`src/assert_macros.svh`:
```
// assertion helpers for the rtl
`ifndef ASSERT_MACROS_SVH
`define ASSERT_MACROS_SVH

// same-cycle implication, off during reset
`define ASSERT_IMPLIES(label, clk, rst_n, ante, cons) \
	label: assert property (@(posedge clk) disable iff (!rst_n) (ante) |-> (cons)) \
		else $error("assertion failed");

// next-cycle implication, off during reset
`define ASSERT_NEXT(label, clk, rst_n, ante, cons) \
	label: assert property (@(posedge clk) disable iff (!rst_n) (ante) |=> (cons)) \
		else $error("assertion failed");

`endif

```
`src/lbps_pkg.sv`:
```
package lbps_pkg;

	localparam int CNT_W   = 16;
	localparam int CFG_W   = 16;
	localparam int WIDE_W  = (CNT_W > CFG_W) ? CNT_W : CFG_W;
	localparam int PAT_W   = 3;
	localparam int STEP_W  = 3;
	localparam int LEN_W   = 4;
	localparam int REG_IDX_W = 1;

	localparam logic [PAT_W-1:0] PAT_SLOW_BLINK = 3'd2;
	localparam logic [PAT_W-1:0] PAT_LAST_VALID = 3'd6;

	localparam logic [REG_IDX_W-1:0] REG_QUICK_TICKS = 1'd0;
	localparam logic [REG_IDX_W-1:0] REG_SLOW_TICKS  = 1'd1;

	localparam logic [CFG_W-1:0] QUICK_TICKS_RESET = 16'd10;
	localparam logic [CFG_W-1:0] SLOW_TICKS_RESET  = 16'd50;

	typedef struct packed {
		logic [CFG_W-1:0] quick_ticks;
		logic [CFG_W-1:0] slow_ticks;
	} cfg_t;

	typedef struct packed {
		logic             led_on;
		logic [PAT_W-1:0] pattern;
		logic             start;
	} result_t;

	typedef struct packed {
		logic slow;
		logic level;
	} rom_entry_t;

	function automatic logic [LEN_W-1:0] pat_len(input logic [PAT_W-1:0] pat);
		logic [LEN_W-1:0] len;
		case (pat)
			3'd0: len = 4'd1;
			3'd1: len = 4'd2;
			3'd2: len = 4'd2;
			3'd3: len = 4'd4;
			3'd4: len = 4'd6;
			3'd5: len = 4'd6;
			3'd6: len = 4'd8;
			default: len = 4'd2;
		endcase
		return len;
	endfunction

	// bit1 selects the slow duration, bit0 is the led level
	function automatic rom_entry_t pat_rom(input logic [PAT_W-1:0] pat,
		input logic [STEP_W-1:0] idx);
		rom_entry_t e;
		case ({pat, idx})
			{3'd0, 3'd0}: e = 2'b11;
			{3'd1, 3'd0}: e = 2'b01;
			{3'd2, 3'd0}: e = 2'b11;
			{3'd2, 3'd1}: e = 2'b10;
			{3'd3, 3'd0}: e = 2'b01;
			{3'd3, 3'd2}: e = 2'b01;
			{3'd3, 3'd3}: e = 2'b10;
			{3'd4, 3'd0}: e = 2'b01;
			{3'd4, 3'd2}: e = 2'b01;
			{3'd4, 3'd4}: e = 2'b11;
			{3'd5, 3'd0}: e = 2'b01;
			{3'd5, 3'd2}: e = 2'b01;
			{3'd5, 3'd4}: e = 2'b01;
			{3'd5, 3'd5}: e = 2'b10;
			{3'd6, 3'd0}: e = 2'b01;
			{3'd6, 3'd2}: e = 2'b01;
			{3'd6, 3'd4}: e = 2'b11;
			{3'd6, 3'd6}: e = 2'b11;
			{3'd7, 3'd0}: e = 2'b11;
			{3'd7, 3'd1}: e = 2'b10;
			default: e = 2'b00;
		endcase
		return e;
	endfunction

endpackage

```
`src/led_blink_pattern_sequencer.sv`:
```
// led blink pattern sequencer
// in channel (in_valid/in_ready/requested_pattern): one transaction per timer
//   tick, carrying the pattern wanted (0..6, 7 falls back to slow blink). the
//   request is sampled only when the running pattern starts over.
// out channel (out_valid/out_ready/led_on/pattern_in_effect/pattern_start):
//   exactly one transaction per input tick, in order.
// cfg port (cfg_we/cfg_index/cfg_wdata): index 0 quick_ticks, 1 slow_ticks;
//   write only while no tick is in flight.
// path: an accepted tick is held in the input register; its result is registered
//   into the output register when that register is free or draining, and the
//   outputs show the output register's contents.
// throughput: one tick per cycle without stalls; step logic is a countdown,
//   a small pattern rom and one duration mux between input and output registers.
// stall: when out_ready is low the output holds; one more tick is taken into
//   the input register, then in_ready drops until the output drains.
// reset: slow blink selected, step counter at zero so the first tick starts a
//   pattern; quick_ticks 10, slow_ticks 50; both channels empty.
module led_blink_pattern_sequencer (
	input  logic                                clk,
	input  logic                                arst_n,
	input  logic                                in_valid,
	output logic                                in_ready,
	input  logic [lbps_pkg::PAT_W-1:0]          requested_pattern,
	output logic                                out_valid,
	input  logic                                out_ready,
	output logic                                led_on,
	output logic [lbps_pkg::PAT_W-1:0]          pattern_in_effect,
	output logic                                pattern_start,
	input  logic                                cfg_we,
	input  logic [lbps_pkg::REG_IDX_W-1:0]      cfg_index,
	input  logic [lbps_pkg::CFG_W-1:0]          cfg_wdata
);

	logic                       valid_s1;
	logic [lbps_pkg::PAT_W-1:0] req_s1;
	logic                       move;
	lbps_pkg::cfg_t             cfg;
	lbps_pkg::result_t          res;
	lbps_pkg::result_t          res_q;
	logic                       out_valid_q;

	assign move     = valid_s1 && (!out_valid_q || out_ready);
	assign in_ready = !valid_s1 || move;

	lbps_cfg u_cfg (
		.clk       (clk),
		.arst_n    (arst_n),
		.cfg_we    (cfg_we),
		.cfg_index (cfg_index),
		.cfg_wdata (cfg_wdata),
		.cfg       (cfg)
	);

	lbps_seq u_seq (
		.clk     (clk),
		.arst_n  (arst_n),
		.advance (move),
		.req     (req_s1),
		.cfg     (cfg),
		.res     (res)
	);

	always_ff @(posedge clk or negedge arst_n) begin
		if (!arst_n) begin
			valid_s1    <= 1'b0;
			out_valid_q <= 1'b0;
		end else begin
			if (in_valid && in_ready) begin
				valid_s1 <= 1'b1;
			end else if (move) begin
				valid_s1 <= 1'b0;
			end
			if (move) begin
				out_valid_q <= 1'b1;
			end else if (out_ready) begin
				out_valid_q <= 1'b0;
			end
		end
	end

	always_ff @(posedge clk) begin
		if (in_valid && in_ready) begin
			req_s1 <= requested_pattern;
		end
		if (move) begin
			res_q <= res;
		end
	end

	assign out_valid         = out_valid_q;
	assign led_on            = res_q.led_on;
	assign pattern_in_effect = res_q.pattern;
	assign pattern_start     = res_q.start;

endmodule

```
`src/lbps_cfg.sv`:
```
module lbps_cfg (
	input  logic                                 clk,
	input  logic                                 arst_n,
	input  logic                                 cfg_we,
	input  logic [lbps_pkg::REG_IDX_W-1:0]       cfg_index,
	input  logic [lbps_pkg::CFG_W-1:0]           cfg_wdata,
	output lbps_pkg::cfg_t                       cfg
);

	lbps_pkg::cfg_t cfg_q;

	always_ff @(posedge clk or negedge arst_n) begin
		if (!arst_n) begin
			cfg_q.quick_ticks <= lbps_pkg::QUICK_TICKS_RESET;
			cfg_q.slow_ticks  <= lbps_pkg::SLOW_TICKS_RESET;
		end else if (cfg_we) begin
			case (cfg_index)
				lbps_pkg::REG_QUICK_TICKS: cfg_q.quick_ticks <= cfg_wdata;
				lbps_pkg::REG_SLOW_TICKS:  cfg_q.slow_ticks  <= cfg_wdata;
				default: ;
			endcase
		end
	end

	assign cfg = cfg_q;

endmodule

```
`src/lbps_seq.sv`:
```
`include "assert_macros.svh"

module lbps_seq (
	input  logic                          clk,
	input  logic                          arst_n,
	input  logic                          advance,
	input  logic [lbps_pkg::PAT_W-1:0]    req,
	input  lbps_pkg::cfg_t                cfg,
	output lbps_pkg::result_t             res
);

	logic [lbps_pkg::PAT_W-1:0]  active_q;
	logic [lbps_pkg::STEP_W-1:0] step_q;
	logic [lbps_pkg::CNT_W-1:0]  ticks_q;
	logic                        led_q;

	logic [lbps_pkg::PAT_W-1:0]  pat_nxt;
	logic [lbps_pkg::STEP_W-1:0] step_nxt;
	logic [lbps_pkg::CNT_W-1:0]  ticks_nxt;
	logic                        led_nxt;
	logic                        start;
	logic                        load;

	logic [lbps_pkg::LEN_W-1:0]  len;
	logic [lbps_pkg::STEP_W-1:0] idx;
	logic [lbps_pkg::LEN_W-1:0]  idx_inc;
	lbps_pkg::rom_entry_t        entry;
	logic [lbps_pkg::CFG_W-1:0]  dur;
	logic [lbps_pkg::CFG_W-1:0]  dur_m1;
	logic [lbps_pkg::WIDE_W-1:0] dur_wide;
	logic [lbps_pkg::CNT_W-1:0]  load_val;

	localparam logic [lbps_pkg::WIDE_W-1:0] CntMaxWide =
		lbps_pkg::WIDE_W'({lbps_pkg::CNT_W{1'b1}});

	assign load  = (ticks_q == '0);
	assign start = load && (step_q == '0);

	// request is sampled only when the pattern starts over
	always_comb begin
		pat_nxt = active_q;
		if (start) begin
			pat_nxt = (req <= lbps_pkg::PAT_LAST_VALID) ? req : lbps_pkg::PAT_SLOW_BLINK;
		end
	end

	assign len      = lbps_pkg::pat_len(pat_nxt);
	assign idx      = ({1'b0, step_q} >= len) ? '0 : step_q;
	assign entry    = lbps_pkg::pat_rom(pat_nxt, idx);
	assign idx_inc  = {1'b0, idx} + 1'b1;
	assign dur      = entry.slow ? cfg.slow_ticks : cfg.quick_ticks;
	assign dur_m1   = (dur == '0) ? '0 : dur - 1'b1;
	assign dur_wide = lbps_pkg::WIDE_W'(dur_m1);
	// saturate when the counter is narrower than the duration
	assign load_val = (dur_wide > CntMaxWide) ? {lbps_pkg::CNT_W{1'b1}}
		: lbps_pkg::CNT_W'(dur_wide);

	always_comb begin
		step_nxt  = step_q;
		ticks_nxt = ticks_q - 1'b1;
		led_nxt   = led_q;
		if (load) begin
			step_nxt  = (idx_inc >= len) ? '0 : idx_inc[lbps_pkg::STEP_W-1:0];
			ticks_nxt = load_val;
			led_nxt   = entry.level;
		end
	end

	always_ff @(posedge clk or negedge arst_n) begin
		if (!arst_n) begin
			active_q <= lbps_pkg::PAT_SLOW_BLINK;
			step_q   <= '0;
			ticks_q  <= '0;
			led_q    <= 1'b0;
		end else if (advance) begin
			active_q <= pat_nxt;
			step_q   <= step_nxt;
			ticks_q  <= ticks_nxt;
			led_q    <= led_nxt;
		end
	end

	assign res.led_on  = led_nxt;
	assign res.pattern = pat_nxt;
	assign res.start   = start;

	`ASSERT_IMPLIES(a_no_invalid_pattern, clk, arst_n, 1'b1, active_q <= lbps_pkg::PAT_LAST_VALID)
	`ASSERT_IMPLIES(a_step_in_range, clk, arst_n, 1'b1,
		{1'b0, step_q} < lbps_pkg::pat_len(active_q))
	`ASSERT_NEXT(a_countdown, clk, arst_n, advance && !load,
		ticks_q == $past(ticks_q) - 1'b1 && active_q == $past(active_q))
	`ASSERT_NEXT(a_hold_when_idle, clk, arst_n, !advance,
		$stable(ticks_q) && $stable(step_q) && $stable(active_q))

endmodule

```
`config.mk`:
```
export PLATFORM = sky130hd
export DESIGN_NAME = led_blink_pattern_sequencer
export DESIGN_NICKNAME = d
export VERILOG_FILES = /design/src/lbps_pkg.sv /design/src/led_blink_pattern_sequencer.sv /design/src/lbps_cfg.sv /design/src/lbps_seq.sv
export VERILOG_INCLUDE_DIRS = /design/src /design/src/src
export SDC_FILE = /design/constraint.sdc
export NUM_CORES = 1
export LEC_CHECK = 0
export BUFFER_PORTS_ARGS = -buffer_cell sky130_fd_sc_hd__buf_2
export CAP_MARGIN = 10
export CORE_MARGIN = 5
export CORE_UTILIZATION = 61
export DETAILED_ROUTE_END_ITERATION = 7
export PLACE_DENSITY = 0.91
export SLEW_MARGIN = 20
export SYNTH_ARGS = -nofsm -noshare
export SYNTH_HDL_FRONTEND = slang
export SYNTH_HIERARCHICAL = 1
export SYNTH_SLANG_ARGS = --single-unit
```
`constraint.sdc`:
```
create_clock -name clk -period 12.66 [get_ports clk]
set_input_delay 1.899 -clock clk [delete_from_list [all_inputs] [get_ports clk]]
set_output_delay 1.899 -clock clk [all_outputs]
set_load 0.005 [all_outputs]
```
Yosys cells after proc, flatten, opt, wreduce, memory -nomap -nowiden
Memory sizes are Yosys's and may differ from the RTL's.
Index checks and enable logic that the tools add are counted.
{"block": "word_totals", "register_bits": 65, "mem_bits_ro": 128, "inputBits": 25, "out_inout_bits": 7, "word_cells": 56, "mem_count": 1}
{"block": "classes", "n_addsub": 3, "n_lt_le_gt_ge": 4, "n_eq_ne": 4, "mux": 14, "bitwise_logic": 1, "n_reduce_logical": 17}
{"memory": "(no name shown)", "words": 64, "width": 2, "rd": 1, "rd_ports_with_merged_regs": 0, "wr": 0, "line_no": "lbps_pkg.sv:55", "rtl": "case ({pat, idx})"}
{"op": "16-bit two-way mux", "count": 4}
{"op": "16-bit zero test", "count": 2}
{"op": "16-bit by 1-bit subtractor with 16-bit output, second input constant", "count": 2}
{"op": "16-bit greater-than comparator, second input constant", "count": 1}
{"op": "4-bit one-hot mux with 4 select lines", "count": 1}
{"op": "3-bit two-way mux", "count": 4}
{"op": "3-bit equality test, second input constant", "count": 3}
{"op": "3-bit zero test", "count": 2}
{"op": "2-bit AND reduction", "count": 3}
{"op": "1-bit two-way mux", "count": 5}
{"op": "3-bit by 1-bit adder with 4-bit output, second input constant", "count": 1}
{"op": "3-bit by 4-bit >= comparator with 1-bit output", "count": 1}
{"op": "4-bit >= comparator", "count": 1}
{"op": "2-bit nonzero test", "count": 2}
{"op": "3-bit by 2-bit equality test with 1-bit output, second input constant", "count": 1}
{"op": "3-bit less-or-equal comparator, second input constant", "count": 1}
{"op": "1-bit logical AND", "count": 3}
{"op": "1-bit zero test", "count": 2}
{"op": "1-bit logical OR", "count": 2}
{"op": "2-bit OR reduction", "count": 1}
{"op": "1-bit inverter", "count": 1}

Logic depth before layout (Yosys ltp)
An unclocked memory read counts as a cell.
{"block": "logic_depth", "ltp_word": 15, "ltp_mapped": 32, "depth_no_buf": 30}

Hierarchy
The synthesis kept the hierarchy.
{"mod": "lbps_seq", "instances": 1, "cells_each": 342, "area_per_inst_um2": 2498.6, "seq_area_each_um2": 576.8}
{"mod": "lbps_cfg", "instances": 1, "cells_each": 69, "area_per_inst_um2": 1258.7, "seq_area_each_um2": 807.0}
{"mod": "led_blink_pattern_sequencer", "instances": 1, "cells_each": 16, "area_per_inst_um2": 344.1, "seq_area_each_um2": 290.3}

Worst setup path after synthesis
No wires, ideal clock.
{"block": "synth_timing", "kind": "register to register", "start": "register u_seq/ticks_q[0] (netlist name)", "end": "register u_seq/ticks_q[7] (netlist name)", "setup_time_ns": 0.125, "arrival_ns": 7.273, "t_required_ns": 12.535, "setup_slack_ns": 5.262, "path_stages_with_launch": 31, "path_buffers": 3, "path_cell_list": "dfrtp_1 inv_1 ha_1 or4b_4 or4_4 o21ai_1 and2_1 clkbuf_1 nor2_1 a21oi_1 ha_1 a21oi_1 o21ai_0 a21oi_1 ha_1 ha_1 a21oi_1 o32a_1 o22ai_2 buf_2 mux2i_1 ha_1 inv_1 or4b_2 or2_2 or4_1 nor3_1 mux2_4 or2_4 buf_6 o21ai_2"}
{"block": "synth_via", "elab_chain_len": 15, "word_cells_on_any_way": 21}
{"item": "start: declaration", "line_no": "lbps_seq.sv:14", "rtl": "logic [lbps_pkg::CNT_W-1:0] ticks_q;"}
{"item": "start signal: assignment", "line_no": "lbps_seq.sv:78", "rtl": "ticks_q <= ticks_nxt;"}
{"item": "16-bit zero test", "line_no": "lbps_seq.sv:36", "rtl": "assign load = (ticks_q == '0);"}
{"item": "1-bit logical AND", "line_no": "lbps_seq.sv:37", "rtl": "assign start = load && (step_q == '0);"}
{"item": "3-bit two-way mux", "line_no": "lbps_seq.sv:42", "rtl": "if (start) begin"}
{"item": "3-bit equality test", "line_no": "lbps_pkg.sv:38", "rtl": "case (pat)"}
{"item": "2-bit OR reduction (no line)"}
{"item": "4-bit one-hot mux with 4 select lines", "line_no": "lbps_pkg.sv:38"}
{"item": "3-bit by 4-bit >= comparator with 1-bit output", "line_no": "lbps_seq.sv:48", "rtl": "assign idx = ({1'b0, step_q} >= len) ? '0 : step_q;"}
{"item": "3-bit two-way mux", "line_no": "lbps_seq.sv:48"}
{"item": "memory read 64 x 2 bit"}
{"item": "16-bit two-way mux", "line_no": "lbps_seq.sv:51", "rtl": "assign dur = entry.slow ? cfg.slow_ticks : cfg.quick_ticks;"}
{"item": "16-bit by 1-bit subtractor with 16-bit output or 16-bit zero test (tied branches)", "line_no": "lbps_seq.sv:52", "rtl": "assign dur_m1 = (dur == '0) ? '0 : dur - 1'b1;"}
{"item": "16-bit two-way mux", "line_no": "lbps_seq.sv:52"}
{"item": "16-bit greater-than comparator", "line_no": "lbps_seq.sv:55", "rtl": "assign load_val = (dur_wide > CntMaxWide) ? {lbps_pkg::CNT_W{1'b1}}"}
{"item": "16-bit two-way mux", "line_no": "lbps_seq.sv:55"}
{"item": "16-bit two-way mux (*)", "line_no": "lbps_seq.sv:62", "rtl": "if (load) begin"}
Every way passes the cells marked *; elsewhere a longest branch is shown, timed or not.
A chain may end at the register's enable or synchronous reset.

Final worst setup path
{"block": "layout_timing", "start": "register u_seq/ticks_q[0] (netlist name)", "end": "register u_seq/ticks_q[5] (netlist name)"}
Same word-level chain as after synthesis.

==> impl_metrics.toml <==
[sta]
fmax_ghz = 0.120
hold_violations = 0
min_period_over_period_pct = 65.8
fin_worst_skew_ns = 0.0115
setup_tns_ns = 0
maxSlewHeadroom_pct = 51.7
setup_viol = 0
hold_ws_ns = 0.514
tightest_slew_ns = 0.719
rsz0062_at_grt = "false"
min_period_ns = 8.33
maxSlewViolCount = 0

[cells_and_area]
final_common_cell = "dfrtp_1"
final_cell_mix = "51 x dfrtp_1, 39 x nand2_1, 38 x nor2_1"
syn_to_final_growth_pct = 9.43
final_cells = 537
drive_above_1_share_pct = 24.8
layout.nets = 493
antenna_cells = 0

[job]
drv_cap = 0

[clock_network]
post_cts_buffers = 0
worstSkewPairLatency_ns = 0.34
clkTransAtPathRegs_ns = 0.07
cts_tree = "yes"
cts.sinks = 65
ctsHoldBuffers = 0
h-tree-depth = 3
cts_buffers = 9
cts.path.max_buffers = 2
root_buffer = "clkbuf_8"
cts_resized = 0

[critical_path]
worst-path-buf-inv = 3
cp.required_ns = 12.87
cp.arrival_ns = 8.54
cp-start-kind = "flip-flop"
cpPeakStageDelay_ns = 0.68
cp_common_cell = "ha_1"
critPathMaxFanout = 32
end_kind = "flip-flop"
critPathLaunch = "u_seq/ticks_q[0]"
worst-setup-path-type = "flip-flop to flip-flop"
r2r_start = "u_seq/ticks_q[0]"
critical-path-slowest-cell = "or4b_2"
crit_family = "simple AND/OR/NAND/NOR gates"

[drt]
drt-initial-drc-count = 289
avgRoutedWirePerCell_microns = 17.2
drcViolationCount = 0
vias_per_cell = 6.20
routed_wl_microns = 9220
ant_nets = 0
num_vias = 3329
firstDrtPassIters = 5

[global_routing]
globalRouteTotalUtil_pct = 22.8
grt_pass1_vias = 3292
grt_overflow_total = 0
grt_max_degree = 58
grt_pass1_wl_microns = 15600
grt_antenna_before_repair = 0

[logic_synthesis]
netlist_instances = 427
ys.flop_type = "dfrtp_1"
synth_edf_count = 8
async_flop_share_pct = 87.7
syn_avg_cell_area_sq_um = 9.61
yosysSeqAreaShare_pct = 40.8
syn_area_sq_um = 4100
yosysWarningCount = 6
synth_fp_nets = 465
ys_types = 61
synth_seq_cells = 65

[die]
fp.dieW_microns = 92.0
io_pins = 32
initial_core_util_pct = 63.5
die_h_microns = 92.0
coreArea_sq_um = 6460
rows = 29
fp.dieArea_sq_um = 8460

[power]
p_leak_nw = 1.89
ir_drop_mv = 0.114
p_total_mw = 0.888
powerDensity_nw_per_um2 = 198

[placed_design]
dp_cells = 521
numPortBuffers = 31
hpwl_microns = 6630
gp_congestion = 0.988

[min_path]
holdCritPathClass = "flip-flop to flip-flop"
hold_start = "u_seq/ticks_q[12]"

[run_status]
outcome = "complete, no violations"
[tightest hold or removal path, cell delays in order, from the launching register on]
cell	delay [ns]
dfrtp_1	0.35
a21oi_1	0.08
o21ai_2	0.05
[final timing paths]
kind	end	slack (ns)	depth (start not counted)
min	u_seq/ticks_q[12]	0.51	2
max reg2reg	u_seq/ticks_q[5]	4.33	28
min in group asynchronous	u_seq/step_q[0]	1.67	2
max in group asynchronous	u_cfg/cfg[23]	10.49	2
max	u_seq/ticks_q[5]	4.33	28
min reg2reg	u_seq/ticks_q[12]	0.51	2
[area by class of cell]
type | count | area (sq um)
Multi-Input combinational cell | 328 | 2250
Fill cell | 484 | 1970
Clock inverter | 5 | 61.3
Tap cell | 77 | 96.3
Timing Repair Buffer | 34 | 178
Clock buffer | 11 | 163
Inverter | 17 | 63.8
Sequential cell | 65 | 1670
[state kept, by name, summed over array words and instances (netlist names)]
register and cells:
pattern_start 1, u_seq/ticks_q 16, out_valid 1, u_seq/led_q 1
u_cfg/cfg 32, u_seq/active_q 3, req_s1 3, u_seq/step_q 3
led_on 1, pattern_in_effect 3, valid_s1 1
[routing by layer]
layer	global-route usage [%]	wire, microns	up-vias
li1	-	-	1583
met1	28.2	3820	1573
met2	39.0	4650	151
met3	4.75	538	22
met4	9.16	207	0
met5	0	0	-
[cells by family after synthesis]
group	count (synthesis)	synth area share [%]
AOI/OAI and AO/OA	95	14.5
xor gates and xnor gates	25	5.34
and+or+nand+nor	159	20.3
adders and majority gates	13	3.97
muxes	36	10.8
buffers and inverters	34	4.27
DFF	65	40.8
[cells in the mapped netlist (6+ instances only)]
cell,number,share of area (%)
ha_1,13,4.0
inv_1,16,1.5
nor3_1,28,3.4
or3_1,8,1.2
a21oi_1,29,3.5
edfxtp_1,8,5.9
nand2_1,39,3.6
mux2_2,22,6.0
o21ai_2,9,1.9
xor2_1,9,1.9
xnor2_1,16,3.4
o21ai_0,27,3.3
nand3_1,6,0.73
mux2_4,11,4.0
nor2_1,38,3.5
clkbuf_1,7,0.64
dfstp_2,6,3.8
dfrtp_1,51,31
nand2b_1,7,1.1
[through the flow]
stage / worst slack, ns / utilization, % / cell area [sq um]
after CTS: 4.43 / 69.5 / 4490
after global routing: 3.84 / 69.5 / 4490
after floorplan: 5.26 / - / 4100
final: 4.33 / 69.5 / 4490
after global placement: 4.73 / 66.0 / 4260
after detailed placement: 4.51 / 66.0 / 4260
[power breakdown]
part	internal (mW)	switching, mW
clock network	0.109	0.0841
registers	0.265	0.0572
logic	0.151	0.222
total	0.525	0.364
Power figures use the tool's default switching activity.
